<file path="src/rtl/core/laser_wall_follow_controller_macros.svh">
// ----------------------------------------------------------------------------
// Assertion macros for the laser wall follow controller
// Concurrent checks sampled on i_clk, disabled while i_rst_n is low.
// ----------------------------------------------------------------------------
`ifndef LASER_WALL_FOLLOW_CONTROLLER_MACROS_SVH
`define LASER_WALL_FOLLOW_CONTROLLER_MACROS_SVH

// same-cycle implication
`define LWF_ASSERT_IMP(label, ante, cons, msg) \
    label: assert property (@(posedge i_clk) disable iff (!i_rst_n) (ante) |-> (cons)) \
        else $error(msg);

// next-cycle implication
`define LWF_ASSERT_NXT(label, ante, cons, msg) \
    label: assert property (@(posedge i_clk) disable iff (!i_rst_n) (ante) |=> (cons)) \
        else $error(msg);

`endif

</file>
<file path="src/rtl/core/lwf_pkg.sv">
// ----------------------------------------------------------------------------
// lwf_pkg
// Shared types, codes and constants of the laser wall follow controller.
// ----------------------------------------------------------------------------
package lwf_pkg;

    localparam int DEFAULT_MAX_SCAN_POINTS = 1024;

    localparam int RANGE_W     = 16;
    localparam int EDGE_W      = 11;
    localparam int CFG_INDEX_W = 3;
    localparam int CFG_DATA_W  = 16;

    localparam int SCAN_Q_DEPTH = 2;
    localparam int RES_Q_DEPTH  = 4;

    localparam logic [RANGE_W-1:0] RANGE_MAX         = 16'hFFFF;
    localparam logic [15:0]        RUN_MAX           = 16'hFFFF;
    localparam logic [15:0]        ANGLE_MIN         = 16'h8000;
    localparam logic [15:0]        ANGLE_MAX         = 16'h7FFF;
    localparam logic [2:0]         TURN_ESCAPE_COUNT = 3'd5;
    localparam logic [2:0]         TURN_COUNT_MAX    = 3'd7;

    localparam logic [15:0]       FRONT_SAFE_RST     = 16'd500;
    localparam logic [15:0]       SIDE_SAFE_RST      = 16'd300;
    localparam logic [15:0]       FOLLOW_RST         = 16'd600;
    localparam logic [EDGE_W-1:0] RIGHT_END_RST      = 11'd320;
    localparam logic [EDGE_W-1:0] LEFT_START_RST     = 11'd704;
    localparam logic [15:0]       ROTATION_LIMIT_RST = 16'd200;
    localparam logic [15:0]       ANGLE_LIMIT_RST    = 16'd400;

    typedef enum logic [CFG_INDEX_W-1:0] {
        CFG_FRONT_SAFE     = 3'd0,
        CFG_SIDE_SAFE      = 3'd1,
        CFG_FOLLOW         = 3'd2,
        CFG_RIGHT_END      = 3'd3,
        CFG_LEFT_START     = 3'd4,
        CFG_ROTATION_LIMIT = 3'd5,
        CFG_ANGLE_LIMIT    = 3'd6
    } t_cfg_index;

    typedef enum logic [2:0] {
        CMD_FORWARD       = 3'd0,
        CMD_ROTATE_AWAY   = 3'd1,
        CMD_ROTATE_TOWARD = 3'd2,
        CMD_ESCAPE_RIGHT  = 3'd3,
        CMD_ESCAPE_LEFT   = 3'd4
    } t_cmd;

    typedef enum logic [1:0] {
        SIDE_NONE  = 2'd0,
        SIDE_LEFT  = 2'd1,
        SIDE_RIGHT = 2'd2
    } t_side;

    typedef enum logic [1:0] {
        TURN_NONE   = 2'd0,
        TURN_AWAY   = 2'd1,
        TURN_TOWARD = 2'd2
    } t_turn;

    typedef struct packed {
        logic [15:0]       front_safe;
        logic [15:0]       side_safe;
        logic [15:0]       follow;
        logic [EDGE_W-1:0] right_end;
        logic [EDGE_W-1:0] left_start;
        logic [15:0]       rotation_limit;
        logic [15:0]       angle_limit;
    } t_config;

    typedef struct packed {
        logic [RANGE_W-1:0] right_min;
        logic [RANGE_W-1:0] front_min;
        logic [RANGE_W-1:0] left_min;
        logic               pick_right;
    } t_scan;

    typedef struct packed {
        t_cmd  command;
        logic  can_go_on;
        logic  following;
        t_side wall_side;
        logic  run_last;
    } t_result;

endpackage

</file>
<file path="src/rtl/core/lwf_front.sv">
// ----------------------------------------------------------------------------
// lwf_front
// Sample front end: sector classification and running sector minima.
// ----------------------------------------------------------------------------
module lwf_front #(
    parameter int MAX_SCAN_POINTS = lwf_pkg::DEFAULT_MAX_SCAN_POINTS
) (
    input  logic                        i_clk,
    input  logic                        i_rst_n,
    input  logic                        i_accept,
    input  logic [lwf_pkg::RANGE_W-1:0] i_range_mm,
    input  logic                        i_last_of_scan,
    input  logic                        i_random_pick_right,
    input  logic [lwf_pkg::EDGE_W-1:0]  i_right_end,
    input  logic [lwf_pkg::EDGE_W-1:0]  i_left_start,
    output logic                        o_scan_push,
    output lwf_pkg::t_scan              o_scan
);
    import lwf_pkg::*;

    localparam int IDX_W = $clog2(MAX_SCAN_POINTS);
    localparam int CMP_W = (IDX_W > EDGE_W) ? IDX_W : EDGE_W;
    localparam logic [IDX_W-1:0] IDX_LAST = IDX_W'(MAX_SCAN_POINTS - 1);

    logic [IDX_W-1:0]   r_index;
    logic [RANGE_W-1:0] r_right_min, r_front_min, r_left_min;
    logic [RANGE_W-1:0] n_right_min, n_front_min, n_left_min;
    logic [CMP_W-1:0]   idx_ext, right_end_ext, left_start_ext;
    logic               in_right, in_left, in_front;

    always_comb begin
        idx_ext        = CMP_W'(r_index);
        right_end_ext  = CMP_W'(i_right_end);
        left_start_ext = CMP_W'(i_left_start);
        in_right       = idx_ext < right_end_ext;
        in_left        = idx_ext >= left_start_ext;
        in_front       = !in_right && !in_left;
        n_right_min    = (in_right && i_range_mm < r_right_min) ? i_range_mm : r_right_min;
        n_front_min    = (in_front && i_range_mm < r_front_min) ? i_range_mm : r_front_min;
        n_left_min     = (in_left && i_range_mm < r_left_min) ? i_range_mm : r_left_min;
    end

    assign o_scan_push       = i_accept && i_last_of_scan;
    assign o_scan.right_min  = n_right_min;
    assign o_scan.front_min  = n_front_min;
    assign o_scan.left_min   = n_left_min;
    assign o_scan.pick_right = i_random_pick_right;

    always_ff @(posedge i_clk) begin
        if (!i_rst_n) begin
            r_index     <= '0;
            r_right_min <= RANGE_MAX;
            r_front_min <= RANGE_MAX;
            r_left_min  <= RANGE_MAX;
        end else if (i_accept) begin
            if (i_last_of_scan) begin
                // restart the scan
                r_index     <= '0;
                r_right_min <= RANGE_MAX;
                r_front_min <= RANGE_MAX;
                r_left_min  <= RANGE_MAX;
            end else begin
                r_index     <= (r_index == IDX_LAST) ? r_index : r_index + 1'b1;
                r_right_min <= n_right_min;
                r_front_min <= n_front_min;
                r_left_min  <= n_left_min;
            end
        end
    end

endmodule

</file>
<file path="src/rtl/core/lwf_scan_queue.sv">
// ----------------------------------------------------------------------------
// lwf_scan_queue
// Short queue of finished scan summaries between front end and decision unit.
// ----------------------------------------------------------------------------
module lwf_scan_queue (
    input  logic           i_clk,
    input  logic           i_rst_n,
    input  logic           i_push,
    input  lwf_pkg::t_scan i_scan,
    input  logic           i_pop,
    output logic           o_full,
    output logic           o_valid,
    output lwf_pkg::t_scan o_scan
);
    import lwf_pkg::*;

    localparam int PTR_W = $clog2(SCAN_Q_DEPTH);
    localparam int CNT_W = $clog2(SCAN_Q_DEPTH + 1);

    t_scan            r_mem [SCAN_Q_DEPTH];
    logic [PTR_W-1:0] r_wr_ptr, r_rd_ptr;
    logic [CNT_W-1:0] r_count;

    assign o_full  = r_count == CNT_W'(SCAN_Q_DEPTH);
    assign o_valid = r_count != '0;
    assign o_scan  = r_mem[r_rd_ptr];

    always_ff @(posedge i_clk) begin
        if (i_push) begin
            r_mem[r_wr_ptr] <= i_scan;
        end
    end

    always_ff @(posedge i_clk) begin
        if (!i_rst_n) begin
            r_wr_ptr <= '0;
            r_rd_ptr <= '0;
            r_count  <= '0;
        end else begin
            if (i_push) begin
                r_wr_ptr <= r_wr_ptr + 1'b1;
            end
            if (i_pop) begin
                r_rd_ptr <= r_rd_ptr + 1'b1;
            end
            r_count <= r_count + CNT_W'(i_push) - CNT_W'(i_pop);
        end
    end

endmodule

</file>
<file path="src/rtl/core/lwf_back.sv">
// ----------------------------------------------------------------------------
// lwf_back
// End-of-scan decision unit: clearance, wall proximity, motion and escapes.
// ----------------------------------------------------------------------------
`include "laser_wall_follow_controller_macros.svh"

module lwf_back (
    input  logic             i_clk,
    input  logic             i_rst_n,
    input  lwf_pkg::t_config i_cfg,
    input  logic             i_scan_valid,
    input  lwf_pkg::t_scan   i_scan,
    input  logic             i_res_space,
    output logic             o_scan_pop,
    output logic [1:0]       o_res_count,
    output lwf_pkg::t_result o_res0,
    output lwf_pkg::t_result o_res1
);
    import lwf_pkg::*;

    logic        r_near_wall, r_attached;
    t_side       r_side;
    logic [2:0]  r_turn_changes;
    t_turn       r_prev_turn;
    logic [15:0] r_toward_run, r_away_run, r_net_angle;

    logic        n_may_continue, n_near_wall, n_attached;
    t_side       n_side;
    logic [2:0]  n_turn_changes;
    t_turn       n_prev_turn;
    logic [15:0] n_toward_run, n_away_run, n_net_angle;

    logic [RANGE_W-1:0] pri, sec, all_min;
    logic               fire, motion_valid, esc_valid, status_clear;
    t_cmd               motion_cmd, esc_cmd;

    assign fire       = i_scan_valid && i_res_space;
    assign o_scan_pop = fire;

    always_comb begin
        all_min = (i_scan.right_min < i_scan.left_min) ? i_scan.right_min : i_scan.left_min;
        all_min = (i_scan.front_min < all_min) ? i_scan.front_min : all_min;
        case (r_side)
            SIDE_RIGHT: begin
                pri = (i_scan.front_min < i_scan.right_min) ? i_scan.front_min
                                                            : i_scan.right_min;
                sec = i_scan.left_min;
            end
            SIDE_LEFT: begin
                pri = (i_scan.front_min < i_scan.left_min) ? i_scan.front_min
                                                           : i_scan.left_min;
                sec = i_scan.right_min;
            end
            default: begin
                pri = all_min;
                sec = all_min;
            end
        endcase

        n_may_continue = (pri > i_cfg.front_safe) && (sec > i_cfg.side_safe);

        n_near_wall = r_near_wall;
        if (r_attached) begin
            if (r_side == SIDE_RIGHT) begin
                n_near_wall = i_scan.right_min < i_cfg.follow;
            end else if (r_side == SIDE_LEFT) begin
                n_near_wall = i_scan.left_min < i_cfg.follow;
            end
        end

        n_attached     = r_attached;
        n_side         = r_side;
        n_turn_changes = r_turn_changes;
        n_prev_turn    = r_prev_turn;
        n_toward_run   = r_toward_run;
        n_away_run     = r_away_run;
        n_net_angle    = r_net_angle;
        motion_valid   = 1'b0;
        motion_cmd     = CMD_FORWARD;

        if (!n_may_continue && !r_attached) begin
            // first blocked: pick a wall
            n_side     = i_scan.pick_right ? SIDE_RIGHT : SIDE_LEFT;
            n_attached = 1'b1;
        end else if (!r_attached) begin
            motion_valid = 1'b1;
        end else if (n_may_continue && n_near_wall) begin
            motion_valid   = 1'b1;
            n_toward_run   = '0;
            n_away_run     = '0;
            n_prev_turn    = TURN_NONE;
            n_turn_changes = '0;
        end else if (!n_may_continue) begin
            motion_valid = 1'b1;
            motion_cmd   = CMD_ROTATE_AWAY;
            n_toward_run = '0;
            n_away_run   = (r_away_run == RUN_MAX) ? r_away_run : r_away_run + 1'b1;
            if (r_prev_turn != TURN_AWAY && r_turn_changes != TURN_COUNT_MAX) begin
                n_turn_changes = r_turn_changes + 1'b1;
            end
            n_prev_turn = TURN_AWAY;
            n_net_angle = (r_net_angle == ANGLE_MIN) ? r_net_angle : r_net_angle - 1'b1;
        end else begin
            motion_valid = 1'b1;
            motion_cmd   = CMD_ROTATE_TOWARD;
            n_away_run   = '0;
            n_toward_run = (r_toward_run == RUN_MAX) ? r_toward_run : r_toward_run + 1'b1;
            if (r_prev_turn != TURN_TOWARD && r_turn_changes != TURN_COUNT_MAX) begin
                n_turn_changes = r_turn_changes + 1'b1;
            end
            n_prev_turn = TURN_TOWARD;
            n_net_angle = (r_net_angle == ANGLE_MAX) ? r_net_angle : r_net_angle + 1'b1;
        end

        esc_valid = 1'b0;
        esc_cmd   = (n_side == SIDE_RIGHT) ? CMD_ESCAPE_RIGHT : CMD_ESCAPE_LEFT;
        if (n_turn_changes > TURN_ESCAPE_COUNT) begin
            esc_valid      = n_side != SIDE_NONE;
            n_turn_changes = '0;
        end

        status_clear = ($signed(n_net_angle) > $signed(i_cfg.angle_limit))
                    || (n_toward_run > i_cfg.rotation_limit)
                    || (n_away_run > i_cfg.rotation_limit);
        if (status_clear) begin
            n_may_continue = 1'b1;
            n_near_wall    = 1'b0;
            n_attached     = 1'b0;
            n_turn_changes = '0;
            n_prev_turn    = TURN_NONE;
            n_toward_run   = '0;
            n_away_run     = '0;
            n_net_angle    = '0;
        end

        o_res0.command   = motion_valid ? motion_cmd : esc_cmd;
        o_res0.can_go_on = n_may_continue;
        o_res0.following = n_attached;
        o_res0.wall_side = n_side;
        o_res0.run_last  = !(motion_valid && esc_valid);

        o_res1.command   = esc_cmd;
        o_res1.can_go_on = n_may_continue;
        o_res1.following = n_attached;
        o_res1.wall_side = n_side;
        o_res1.run_last  = 1'b1;

        o_res_count = fire ? (2'(motion_valid) + 2'(esc_valid)) : 2'd0;
    end

    always_ff @(posedge i_clk) begin
        if (!i_rst_n) begin
            r_near_wall    <= 1'b0;
            r_attached     <= 1'b0;
            r_side         <= SIDE_NONE;
            r_turn_changes <= '0;
            r_prev_turn    <= TURN_NONE;
            r_toward_run   <= '0;
            r_away_run     <= '0;
            r_net_angle    <= '0;
        end else if (fire) begin
            r_near_wall    <= n_near_wall;
            r_attached     <= n_attached;
            r_side         <= n_side;
            r_turn_changes <= n_turn_changes;
            r_prev_turn    <= n_prev_turn;
            r_toward_run   <= n_toward_run;
            r_away_run     <= n_away_run;
            r_net_angle    <= n_net_angle;
        end
    end

    `LWF_ASSERT_IMP(a_attached_has_side, r_attached, r_side != SIDE_NONE, "attached without wall side")
    `LWF_ASSERT_IMP(a_second_is_escape, o_res_count == 2'd2, (o_res1.command == CMD_ESCAPE_RIGHT || o_res1.command == CMD_ESCAPE_LEFT), "second beat is not an escape")
    `LWF_ASSERT_NXT(a_turn_count_bound, fire, r_turn_changes <= TURN_ESCAPE_COUNT, "turn change count left above escape level")

endmodule

</file>
<file path="src/rtl/core/lwf_result_queue.sv">
// ----------------------------------------------------------------------------
// lwf_result_queue
// Output queue of command beats; takes up to two beats per cycle.
// ----------------------------------------------------------------------------
`include "laser_wall_follow_controller_macros.svh"

module lwf_result_queue (
    input  logic             i_clk,
    input  logic             i_rst_n,
    input  logic [1:0]       i_push_count,
    input  lwf_pkg::t_result i_res0,
    input  lwf_pkg::t_result i_res1,
    input  logic             i_pop,
    output logic             o_empty,
    output logic             o_space,
    output lwf_pkg::t_result o_head
);
    import lwf_pkg::*;

    localparam int PTR_W = $clog2(RES_Q_DEPTH);
    localparam int CNT_W = $clog2(RES_Q_DEPTH + 1);

    t_result          r_mem [RES_Q_DEPTH];
    logic [PTR_W-1:0] r_wr_ptr, r_rd_ptr;
    logic [CNT_W-1:0] r_count;
    logic             pop_fire;

    assign o_empty  = r_count == '0;
    assign o_space  = r_count <= CNT_W'(RES_Q_DEPTH - 2);
    assign o_head   = r_mem[r_rd_ptr];
    assign pop_fire = i_pop && !o_empty;

    always_ff @(posedge i_clk) begin
        if (i_push_count != 2'd0) begin
            r_mem[r_wr_ptr] <= i_res0;
        end
        if (i_push_count == 2'd2) begin
            r_mem[r_wr_ptr + 1'b1] <= i_res1;
        end
    end

    always_ff @(posedge i_clk) begin
        if (!i_rst_n) begin
            r_wr_ptr <= '0;
            r_rd_ptr <= '0;
            r_count  <= '0;
        end else begin
            r_wr_ptr <= r_wr_ptr + PTR_W'(i_push_count);
            if (pop_fire) begin
                r_rd_ptr <= r_rd_ptr + 1'b1;
            end
            r_count <= r_count + CNT_W'(i_push_count) - CNT_W'(pop_fire);
        end
    end

    `LWF_ASSERT_IMP(a_count_bound, 1'b1, r_count <= CNT_W'(RES_Q_DEPTH), "result count above depth")
    `LWF_ASSERT_IMP(a_no_overflow, i_push_count != 2'd0, CNT_W'(i_push_count) <= CNT_W'(RES_Q_DEPTH) - r_count, "result beats pushed beyond free space")
    `LWF_ASSERT_NXT(a_pop_drains, pop_fire && i_push_count == 2'd0, r_count == $past(r_count) - 1'b1, "pop did not drain one beat")

endmodule

</file>
<file path="src/rtl/core/laser_wall_follow_controller.sv">
// ----------------------------------------------------------------------------
// laser_wall_follow_controller
// Wall-following motion controller driven by a stream of laser range samples.
// ----------------------------------------------------------------------------
// Samples only update the three sector minima; the sample flagged
// last_of_scan closes the scan, and its summary passes through a two-entry
// queue to the decision unit, which settles the whole end-of-scan update as
// it pops the summary and writes zero, one or two command beats into a
// four-entry result queue. A scan's first beat is readable after both queues
// register it. full rises only when two scan summaries wait behind a result
// queue with room for fewer than two beats; with results drained promptly
// the block sustains one sample per cycle.
// ----------------------------------------------------------------------------
module laser_wall_follow_controller #(
    parameter int MAX_SCAN_POINTS = lwf_pkg::DEFAULT_MAX_SCAN_POINTS
) (
    input  logic                            i_clk,
    input  logic                            i_rst_n,
    input  logic                            i_cfg_wr_en,
    input  logic [lwf_pkg::CFG_INDEX_W-1:0] i_cfg_index,
    input  logic [lwf_pkg::CFG_DATA_W-1:0]  i_cfg_data,
    input  logic                            push,
    output logic                            full,
    input  logic [lwf_pkg::RANGE_W-1:0]     i_range_mm,
    input  logic                            i_last_of_scan,
    input  logic                            i_random_pick_right,
    output logic                            empty,
    input  logic                            pop,
    output logic [2:0]                      o_command,
    output logic                            o_can_go_on,
    output logic                            o_following,
    output logic [1:0]                      o_wall_side,
    output logic                            o_run_last
);
    import lwf_pkg::*;

    t_config    r_cfg;
    logic       accept, scan_push, scan_pop, scan_valid, res_space;
    t_scan      front_scan, queued_scan;
    logic [1:0] res_count;
    t_result    res0, res1, head;

    always_ff @(posedge i_clk) begin
        if (!i_rst_n) begin
            r_cfg.front_safe     <= FRONT_SAFE_RST;
            r_cfg.side_safe      <= SIDE_SAFE_RST;
            r_cfg.follow         <= FOLLOW_RST;
            r_cfg.right_end      <= RIGHT_END_RST;
            r_cfg.left_start     <= LEFT_START_RST;
            r_cfg.rotation_limit <= ROTATION_LIMIT_RST;
            r_cfg.angle_limit    <= ANGLE_LIMIT_RST;
        end else if (i_cfg_wr_en) begin
            unique case (t_cfg_index'(i_cfg_index))
                CFG_FRONT_SAFE:     r_cfg.front_safe     <= i_cfg_data;
                CFG_SIDE_SAFE:      r_cfg.side_safe      <= i_cfg_data;
                CFG_FOLLOW:         r_cfg.follow         <= i_cfg_data;
                CFG_RIGHT_END:      r_cfg.right_end      <= i_cfg_data[EDGE_W-1:0];
                CFG_LEFT_START:     r_cfg.left_start     <= i_cfg_data[EDGE_W-1:0];
                CFG_ROTATION_LIMIT: r_cfg.rotation_limit <= i_cfg_data;
                CFG_ANGLE_LIMIT:    r_cfg.angle_limit    <= i_cfg_data;
                default: begin
                    // drop writes to unmapped indexes
                end
            endcase
        end
    end

    assign accept = push && !full;

    lwf_front #(
        .MAX_SCAN_POINTS(MAX_SCAN_POINTS)
    ) u_front (
        .i_clk              (i_clk),
        .i_rst_n            (i_rst_n),
        .i_accept           (accept),
        .i_range_mm         (i_range_mm),
        .i_last_of_scan     (i_last_of_scan),
        .i_random_pick_right(i_random_pick_right),
        .i_right_end        (r_cfg.right_end),
        .i_left_start       (r_cfg.left_start),
        .o_scan_push        (scan_push),
        .o_scan             (front_scan)
    );

    lwf_scan_queue u_scan_queue (
        .i_clk  (i_clk),
        .i_rst_n(i_rst_n),
        .i_push (scan_push),
        .i_scan (front_scan),
        .i_pop  (scan_pop),
        .o_full (full),
        .o_valid(scan_valid),
        .o_scan (queued_scan)
    );

    lwf_back u_back (
        .i_clk       (i_clk),
        .i_rst_n     (i_rst_n),
        .i_cfg       (r_cfg),
        .i_scan_valid(scan_valid),
        .i_scan      (queued_scan),
        .i_res_space (res_space),
        .o_scan_pop  (scan_pop),
        .o_res_count (res_count),
        .o_res0      (res0),
        .o_res1      (res1)
    );

    lwf_result_queue u_result_queue (
        .i_clk       (i_clk),
        .i_rst_n     (i_rst_n),
        .i_push_count(res_count),
        .i_res0      (res0),
        .i_res1      (res1),
        .i_pop       (pop),
        .o_empty     (empty),
        .o_space     (res_space),
        .o_head      (head)
    );

    assign o_command   = head.command;
    assign o_can_go_on = head.can_go_on;
    assign o_following = head.following;
    assign o_wall_side = head.wall_side;
    assign o_run_last  = head.run_last;

endmodule
</file>
<file path="config.mk">
export PLATFORM = sky130hd
export DESIGN_NAME = laser_wall_follow_controller
export DESIGN_NICKNAME = d
export VERILOG_FILES = /design/src/rtl/core/lwf_pkg.sv /design/src/rtl/core/lwf_front.sv /design/src/rtl/core/lwf_scan_queue.sv /design/src/rtl/core/lwf_back.sv /design/src/rtl/core/lwf_result_queue.sv /design/src/rtl/core/laser_wall_follow_controller.sv
export VERILOG_INCLUDE_DIRS = /design/src /design/src/rtl/core
export SDC_FILE = /design/constraint.sdc
export NUM_CORES = 1
export LEC_CHECK = 0
export BUFFER_PORTS_ARGS = -buffer_cell sky130_fd_sc_hd__buf_2
export CORE_UTILIZATION = 25
export DETAILED_ROUTE_END_ITERATION = 16
export PLACE_DENSITY_LB_ADDON = 0.08
export SKIP_CTS_REPAIR_TIMING = 1
export SLEW_MARGIN = 0
export SYNTH_ARGS = -nofsm -noshare
export SYNTH_HDL_FRONTEND = slang
export SYNTH_SLANG_ARGS = --single-unit
</file>
<file path="constraint.sdc">
create_clock -name i_clk -period 18.73 [get_ports i_clk]
set_input_delay 3.746 -clock i_clk [delete_from_list [all_inputs] [get_ports i_clk]]
set_output_delay 3.746 -clock i_clk [all_outputs]
set_load 0.05 [all_outputs]
</file>
==> summary.md, run 1 <==
| Metric | Value |
|---|---|
| Die Y-Extent | 305 um |
| Max-cap check violation count | 0 |
| Initial cell density of the core | 0.254 |
| Distinct cells, synth | 83 |
| Half-perimeter wire length after placement | 56.4 mm |
| Accumulated negative setup slack | 0 ps |
| Area taken by multi-input logic gates | about 0.013 mm2 |
| Class of the tightest hold or removal check | reg2reg |
| Number of synthesized flops with an enable pin | 126 |
| Critical-path cell with the highest stage delay | sky130_fd_sc_hd__a2111oi_1 |
| Async set-or-reset flop fraction in the synthesized netlist | 0 |
| Most frequent standard cell in the layout excluding fill and tap cells | sky130_fd_sc_hd__nand2_1 |
| Clock transition at the registers of the reported paths | 60 ps |
| Placed insts | 3,758 |
| First-pass DRT Iterations | 6 |
| Syn nets | 2,925 |
| Clock Tree Root | sky130_fd_sc_hd__clkbuf_16 |
| Maximum buffer depth of the clock tree | 3 |
| Count of placed standard cells in the final layout, fillers left out | approximately 3,800 |
| Synthesis-stage register bit count | 361 |
| Count of filler cells inserted in the layout | 9,598 |
| Final critical delay including setup and external delays | 13,110 ps |
| PD cells | between 150 and 200 mW/mm2 |
| Most used flip-flop cell after synthesis | sky130_fd_sc_hd__dfxtp_1 |
| Drt via density | between 4 and 5 |
| Worst relative slew slack | 0.164 |
| Final antenna-violating net count | 0 |
| Final-stage net count | around 3,000 |
| Setup repair after global routing missed its margin | false |
| Core Box Area | 0.0906 mm2 |
| Number of global-route vias before repair | between 15,000 and 20,000 |
| Number of CTS-inserted buffers | 47 |
| Most frequent cells in the layout | 327 x sky130_fd_sc_hd__nand2_1, 249 x sky130_fd_sc_hd__ha_1, 246 x sky130_fd_sc_hd__inv_1, 234 x sky130_fd_sc_hd__dfxtp_1, 199 x sky130_fd_sc_hd__a21oi_1 |
| Peak per-stage delay on the critical path | 830 ps |
| Count of cells along the worst register-to-register path | 37 |
| Hold-critical path depth | 2 |
| Instance count of the mapped netlist | 2,632 |
| Worst-Skew Late Latency | 590 ps |
| Status | finished clean |
| Minimum setup slack among reg-to-reg paths | 5620 ps |
| Full die area | 0.0932 mm2 |
| Total number of yosys warnings | 0 |
| Number of H-tree levels | 2 |
| Worst vdd rail ir drop | 120 uV |
| Combined buffer and inverter count along the critical path | 4 |
| Largest fanout on the critical path | 33 |
| Final setup violation count | 0 |
| Kind of critical path | reg2reg |
| Number of I/O port buffers | 51 |
| Worst EP arrival | between 10,000 and 15,000 ps |
| Average cell area after synthesis | 8.73 um2 |
| Antenna cell count | 0 |
| Gp weighted congestion | 0.814 |
| Detailed-route DRC error count | 0 |
| Wire length of the first global-routing pass | 118 mm |
| Largest net degree at the start of global routing | 69 |
| Number of pins with negative max-slew slack in the final report | 0 |
| Overflow left after global routing | 0 |
| Post-Syn Area | 0.0230 mm2 |
| Register area | 0.00849 mm2 |
| CP top delay family | compound AO/OA/AOI/OAI gates |
| Clock skew after layout | 29.6 ps |
| Synth-to-Final Area Change | 13.2% |
| I/O pins | 52 |
| Leakage component of the power | roughly 10 nW |
| Most area-consuming cells after synthesis | sky130_fd_sc_hd__dfxtp_1 20%, sky130_fd_sc_hd__edfxtp_1 16%, sky130_fd_sc_hd__ha_1 14%, sky130_fd_sc_hd__nand2_1 5.3%, sky130_fd_sc_hd__a21oi_1 4.3% |
| Number of cell rows | 110 |
| Sequential area share after synthesis | 0.369 |
| Sum of routed wire length over all layers | 76.0 mm |
| Startpoint Class | flip-flop |
| Vias post-DR | between 15,000 and 20,000 |
| Worst path required time | 19,270 ps |
| Worst setup endpoint | u_back.r_toward_run[3] |
| Final worst path period share | 0.700 |
| Number of hold violations in the final report | 0 |
| Antenna violations before repair | 0 |
| Maximum operating frequency | between 70 and 80 MHz |
| Cell type contributing the most total cell area after synthesis | sky130_fd_sc_hd__dfxtp_1 |
| Aggregate global-route resource usage | 0.163 |
| Wire length per cell after detailed routing | between 15 and 20 um |
| Synth top area share | 0.205 |
| Number of cells on the critical path | 37 |
| Hold Worst Slack | 453 ps |
| Die width | between 300 and 400 um |
| Final total power | 3.94 mW |
| Total number of clock tree sinks | 361 |
| TritonCTS clock tree | yes |
| Share of layout cells above drive strength 1 | 0.0937 |
| DRC violation total after the first TritonRoute iteration | around 1,100 |
| Slew of the pin with the lowest slew margin | around 1200 ps |
| Reg-to-Reg End | u_back.r_toward_run[3] |
| Critical Path End Type | flip-flop |
## where the power goes
| part | switching [mW] | total [mW] | internal, mW |
|---|---|---|---|
| combinational | 1.38 | 2.09 | 0.703 |
| clock | 0.368 | 0.911 | 0.542 |
| sequential | 0.0606 | 0.938 | 0.877 |
## how the worst min path moves through the flow
stage	start	slack [ps]	endpoint
after detailed placement	r_cfg[33]	450	r_cfg[33]
after global placement	r_cfg[33]	440	r_cfg[33]
after CTS	r_cfg[61]	450	r_cfg[61]
final	r_cfg[61]	450	r_cfg[61]
after floorplan	u_result_queue.r_mem[3][0]	430	u_result_queue.r_mem[3][0]
after global routing	r_cfg[30]	470	r_cfg[30]
## worst reg2reg max path: cells and delay by family (launching register included)
family                     cells  cell delay, ps
and+or+nand+nor                8            1820
AOI/OAI and AO/OA             19            7150
adders and majority gates      4            1240
DFF                            1             790
buffers and inverters          4            1250
muxes                          2             800
## layer usage
metal / track usage / part of all wire / up-vias
li1: - / - / 9499
met1: 0.222 / 0.48 / 9096
met2: 0.268 / 0.46 / 321
met3: 0.0200 / 0.032 / 95
met4: 0.0479 / 0.026 / 0
met5: 0 / 0 / -
## flip-flops by register name, indices dropped and copies added, names as in the netlist, 3 cells and up, named ones only
| name | flops |
|---|---|
| u_front.r_left_min | 16 |
| u_back.r_net_angle | 16 |
| u_back.r_turn_changes | 3 |
| u_result_queue.r_mem | 32 |
| r_cfg | 102 |
| u_scan_queue.r_mem | 98 |
| u_front.r_front_min | 16 |
| u_front.r_index | 10 |
| u_back.r_toward_run | 16 |
| u_front.r_right_min | 16 |
| u_back.r_away_run | 16 |
| u_result_queue.r_count | 3 |
## cells by family after synthesis
logic type	synth area share
AOI/OAI and AO/OA	0.187
xor gates and xnor gates	0.0187
adders and majority gates	0.137
buffers and inverters	0.0633
DFF	0.369
muxes	0.0660
and+or+nand+nor	0.159
## stage by stage
step	worst slack (ps)	util	instance area, um2
global route	4290	0.287	26000
detailed placement	5310	0.270	24500
global placement	5300	0.270	24500
CTS	5240	0.287	26000
finish	5620	0.287	26000
floorplan	9180	-	23000
## cells in the mapped netlist, drive strengths merged, types with 19 or more instances
master	number
a31oi	54
o221ai	19
o21a	23
o21ai	123
a21o	43
nor2b	20
xnor2	32
nor2	168
inv	247
a22oi	31
dfxtp	235
a21oi	199
ha	250
nand3	66
mux2	52
nor3	73
nand4	37
buf	29
edfxtp	126
clkbuf	103
nand2	327
nand2b	20
o211ai	51
mux2i	75
## layout make-up
class / count / area share
clock buffer: 62 / 0.0513
inverter: 247 / 0.0357
tap: 1176 / 0.0566
sequential: 361 / 0.326
clock inverter: 25 / 0.00851
multi-input combinational: 1892 / 0.503
timing repair buffer: 82 / 0.0188
Note: power is estimated with default switching activity, not from simulation.
==> inputs of run 2 (changes only) <==
Clock period 18.73 ns to 13.3 ns, I/O delays scaled along.
==> summary.md, run 2 (synthesis gave the netlist of run 1 again) <==
| Metric | Value |
|---|---|
| Aggregate global-route resource usage | 0.161 |
| Largest net degree at the start of global routing | between 60 and 70 |
| Share of layout cells above drive strength 1 | 0.0954 |
| Initial cell density of the core | 0.254 |
| Final-stage net count | 2,938 |
| Startpoint Class | flip-flop |
| Number of cells on the critical path | 39 |
| Core Box Area | 0.0906 mm2 |
| Peak per-stage delay on the critical path | ~920 ps |
| Die width | 305 um |
| Max FFs per register | slightly above 100 |
| Clock transition at the registers of the reported paths | 60 ps |
| Top flop regs | r_cfg (102), u_scan_queue.r_mem (98), u_result_queue.r_mem (32) |
| Wire length of the first global-routing pass | 116 mm |
| Count of filler cells inserted in the layout | 9,666 |
| Worst vdd rail ir drop | 165 uV |
| Count of cells along the worst register-to-register path | 39 |
| Antenna cell count | 0 |
| Part of the total power dissipated in sequential elements | 0.237 |
| Number of H-tree levels | 2 |
| Final antenna-violating net count | 0 |
| Synth-to-Final Area Change | 13.7% |
| Vias post-DR | 19,100 |
| Wire length per cell after detailed routing | approximately 20 um |
| Register area | 0.00849 mm2 |
| Most frequent cells in the layout | 327 x sky130_fd_sc_hd__nand2_1, 249 x sky130_fd_sc_hd__ha_1, 246 x sky130_fd_sc_hd__inv_1, 234 x sky130_fd_sc_hd__dfxtp_1, 199 x sky130_fd_sc_hd__a21oi_1 |
| Full die area | 0.0932 mm2 |
| Hold Worst Slack | ~450 ps |
| Setup repair after global routing missed its margin | false |
| Overflow left after global routing | 0 |
| Worst EP arrival | around 13,000 ps |
| Reg-to-Reg End | u_back.r_toward_run[3] |
| Combined buffer and inverter count along the critical path | 3 |
| Clock skew after layout | 32.1 ps |
| Maximum operating frequency | ~83 MHz |
| Worst-Skew Late Latency | ~610 ps |
| Final setup violation count | 0 |
| Number of pins with negative max-slew slack in the final report | 0 |
| Accumulated negative setup slack | 0 ps |
| Most frequent cell on the critical path | sky130_fd_sc_hd__a21o_1 |
| Largest fanout on the critical path | 33 |
| Worst relative slew slack | 0.249 |
| Sw Pwr | 2.56 mW |
| Critical Path End Type | flip-flop |
| Maximum buffer depth of the clock tree | 3 |
| Final total power | 5.59 mW |
| Number of cell rows | 110 |
| Half-perimeter wire length after placement | roughly 57 mm |
| Part of the power in the clock network | 0.233 |
| Status | finished clean |
| Number of global-route vias before repair | roughly 19,000 |
| Gp weighted congestion | around 0.86 |
| Critical-path cell with the highest stage delay | sky130_fd_sc_hd__dfxtp_2 |
| Detailed-route DRC error count | 0 |
| Final worst path period share | 0.911 |
| I/O pins | 52 |
| Final critical delay including setup and external delays | 12,120 ps |
| Antenna violations before repair | 0 |
| Internal power contribution | between 3 and 4 mW |
| PD cells | approximately 210 mW/mm2 |
| Most frequent standard cell in the layout excluding fill and tap cells | sky130_fd_sc_hd__nand2_1 |
| Leakage component of the power | 10.3 nW |
| Most flop-heavy register | r_cfg |
| First-pass DRT Iterations | 5 |
| Minimum setup slack among reg-to-reg paths | 1180 ps |
| Utilization after layout | 0.288 |
| Worst setup endpoint | u_back.r_toward_run[3] |
| TritonCTS clock tree | yes |
| Number of I/O port buffers | a little over 50 |
| Sw Ratio | 0.457 |
| Sum of routed wire length over all layers | 75.7 mm |
| Kind of critical path | reg2reg |
| Clock Tree Root | sky130_fd_sc_hd__clkbuf_16 |
| Worst path required time | 13,850 ps |
| Area taken by multi-input logic gates | ~0.013 mm2 |
| Total number of clock tree sinks | 361 |
| Power share of the combinational group | 0.530 |
| Drt via density | between 4 and 5 |
| Number of CTS-inserted buffers | 48 |
| Die Y-Extent | between 300 and 400 um |
| Class of the tightest hold or removal check | reg2reg |
| Slew of the pin with the lowest slew margin | about 1100 ps |
| DRC violation total after the first TritonRoute iteration | approximately 950 |
| Number of hold violations in the final report | 0 |
| CP top delay family | compound AO/OA/AOI/OAI gates |
| Max-cap check violation count | 0 |
-- run 2: changes by cell type in the layout (fill, tap and decap cells not counted), sizes merged --
cell / previous run / this run
bufinv: 3 / 4
clkinv: 18 / 13
clkinvlp: 2 / 1
inv: 249 / 251
buf: 82 / 95
clkbuf: 62 / 67
-- run 2: worst min-delay path by stage --
stage / depth (start not counted) / slack, ps / start / to
after detailed placement: 2 / 450 / r_cfg[44] / r_cfg[44]
after global placement: 2 / 440 / r_cfg[33] / r_cfg[33]
after floorplan: 1 / 430 / u_result_queue.r_mem[3][0] / u_result_queue.r_mem[3][0]
after CTS: 2 / 450 / r_cfg[44] / r_cfg[44]
after global routing: 2 / 470 / r_cfg[34] / r_cfg[34]
final: 2 / 450 / r_cfg[1] / r_cfg[1]
-- run 2: per-stage QoR --
step	cell area (um2)	worst slack [ps]	std cells
finish	26100	1180	3860
global route	26100	316	3860
CTS	26100	869	3860
detailed placement	24600	912	3771
global placement	24600	940	3771
floorplan	23000	3750	2632
-- run 2: area by class of cell --
class / instances / share of cell area
clock buffers: 67 / 0.0514
clock inverters: 22 / 0.00838
inverters: 247 / 0.0356
multi-input cells: 1892 / 0.501
flip-flops and latches: 361 / 0.325
well taps: 1176 / 0.0563
repair buffers: 95 / 0.0224
-- run 2: worst register-to-register path: cells and delay by family (launching register included) --
family                     cells  cell delay, ps
and+or+nand+nor                9            2200
AOI/OAI and AO/OA             20            5810
DFF                            1             920
adders and majority gates      4            1130
buffers and inverters          3             810
muxes                          3            1230
-- run 2: power by group through the flow --
stage               registers [mW]  clock network, mW  logic [mW]
floorplan                     1.29                  0        2.07
global placement              1.35                  0        2.95
detailed placement            1.35                  0        2.96
CTS                           1.33               1.35        2.98
global route                  1.34               1.39        3.29
finish                        1.33               1.30        2.96
-- run 2: per-layer routing --
metal	vias to the layer above	wire, um	GRT usage
li1	9531	-	-
met1	9201	36000	0.216
met2	317	36000	0.273
met3	87	2280	0.0186
met4	0	1460	0.0399
met5	-	0	0
==> inputs of run 3 (changes only) <==
Settings changed: CTS_CLUSTER_SIZE set to 14, REMOVE_ABC_BUFFERS set to 1.
==> summary.md, run 3 (synthesis gave the netlist of run 1 again) <==
| Metric | Value |
|---|---|
| PD cells | 215 mW/mm2 |
| TritonCTS clock tree | yes |
| Worst EP arrival | ~13,000 ps |
| Number of I/O port buffers | 51 |
| Core Box Area | 0.0906 mm2 |
| Total number of clock tree sinks | 361 |
| Antenna violations before repair | 1 |
| Worst path required time | 13,830 ps |
| Vias post-DR | 19,100 |
| Number of cell rows | 110 |
| Largest net degree at the start of global routing | 65 |
| DRC violation total after the first TritonRoute iteration | 1,171 |
| Die Y-Extent | 305 um |
| Max-cap check violation count | 0 |
| Maximum operating frequency | between 80 and 90 MHz |
| Wire length per cell after detailed routing | 20.0 um |
| Final worst path period share | 0.901 |
| Top flop regs | r_cfg (102), u_scan_queue.r_mem (98), u_result_queue.r_mem (32) |
| Final critical delay including setup and external delays | 11,980 ps |
| Number of pins with negative max-slew slack in the final report | 0 |
| Number of H-tree levels | 2 |
| Clock Tree Root | sky130_fd_sc_hd__clkbuf_16 |
| Critical-path cell with the highest stage delay | sky130_fd_sc_hd__nor2_2 |
| Setup repair after global routing missed its margin | false |
| Class of the tightest hold or removal check | reg2reg |
| Kind of critical path | reg2reg |
| Status | finished clean |
| CP top delay family | compound AO/OA/AOI/OAI gates |
| First-pass DRT Iterations | 5 |
| Final setup violation count | 0 |
| Antenna cell count | 0 |
| Number of CTS-inserted buffers | 47 |
| Clock transition at the registers of the reported paths | 60 ps |
| Final antenna-violating net count | 0 |
| Maximum buffer depth of the clock tree | 3 |
| Detailed-route DRC error count | 0 |
| Largest fanout on the critical path | 42 |
| Wire length of the first global-routing pass | between 100 and 150 mm |
| Synth-to-Final Area Change | 13.3% |
| Accumulated negative setup slack | 0 ps |
| Aggregate global-route resource usage | 0.163 |
| Die width | 305 um |
| Combined buffer and inverter count along the critical path | 3 |
| Sum of routed wire length over all layers | 77.1 mm |
| Peak per-stage delay on the critical path | 780 ps |
| Clock skew after layout | around 31 ps |
| Half-perimeter wire length after placement | approximately 57 mm |
| Worst relative slew slack | 0.219 |
| Most frequent standard cell in the layout excluding fill and tap cells | sky130_fd_sc_hd__nand2_1 |
| I/O pins | 52 |
| Final-stage net count | 2,933 |
| Most frequent cells in the layout | 326 x sky130_fd_sc_hd__nand2_1, 249 x sky130_fd_sc_hd__ha_1, 246 x sky130_fd_sc_hd__inv_1, 234 x sky130_fd_sc_hd__dfxtp_1, 199 x sky130_fd_sc_hd__a21oi_1 |
| Critical Path End Type | flip-flop |
| Utilization after layout | 0.288 |
| Number of hold violations in the final report | 0 |
| Full die area | roughly 0.093 mm2 |
| Worst vdd rail ir drop | 108 uV |
| Number of global-route vias before repair | 19,000 |
| Initial cell density of the core | 0.254 |
| Leakage component of the power | approximately 10 nW |
| Drt via density | 4.95 |
| Gp weighted congestion | slightly above 0.8 |
| Overflow left after global routing | 0 |
| Max FFs per register | 102 |
| Worst-Skew Late Latency | 600 ps |
| Minimum setup slack among reg-to-reg paths | about 1300 ps |
| Share of layout cells above drive strength 1 | 0.0953 |
| Startpoint Class | flip-flop |
| Slew of the pin with the lowest slew margin | about 1200 ps |
| Most flop-heavy register | r_cfg |
-- run 3: cell count changes in the layout (fill, tap and decap cells not counted), sizes merged --
cell and change:
clkbuf -7, inv -1, clkinvlp +1, clkinv +4, buf -4
-- run 3: layout make-up --
cell class | instances | area (um2)
fill | 9686 | 64500
inverter | 247 | 930
tap | 1176 | 1470
multi-input combinational | 1892 | 13100
clock buffer | 60 | 1260
sequential | 361 | 8490
timing repair buffer | 91 | 568
clock inverter | 26 | 243
-- run 3: metrics by stage --
step | power [mW] | setup slack, ps | cell area (um2) | hold WS, ps | instances
final | 5.60 | 1320 | 26000 | 453 | 3853
after global routing | 6.02 | 440 | 26000 | 474 | 3853
after CTS | 5.68 | 1230 | 26000 | 456 | 3853
after global placement | 4.35 | 1410 | 24500 | 444 | 3767
after floorplan | 3.29 | 1870 | 22500 | 431 | 2500
after detailed placement | 4.36 | 1290 | 24500 | 448 | 3767
-- run 3: tightest hold or removal path: cells and delay by family (launching register included) --
family             cells  cell delay [ps]
DFF                    1              300
and+or+nand+nor        1               50
AOI/OAI and AO/OA      1               50
-- run 3: final timing paths --
check                           endpoint  cells after the start  startpoint
setup / recovery  u_back.r_toward_run[7]                     38   flip-flop
hold / removal                  r_cfg[9]                      2    r_cfg[9]
setup reg to reg  u_back.r_toward_run[7]                     38   flip-flop
hold reg to reg                 r_cfg[9]                      2    r_cfg[9]
-- run 3: power breakdown --
part / total [mW] / leakage [nW] / internal [mW] / switching [mW]
Sequential: 1.31 / 2.95 / 1.24 / 0.0773
Combinational: 3.02 / 6.57 / 1.01 / 2.01
Clock: 1.27 / 0.742 / 0.749 / 0.520
-- run 3: layer usage --
layer | GRT usage | vias up | share of wire
met5 | 0 | - | 0
met4 | 0.0506 | 0 | 0.028
met3 | 0.0177 | 101 | 0.030
met2 | 0.276 | 328 | 0.47
met1 | 0.217 | 9109 | 0.47
li1 | - | 9520 | -
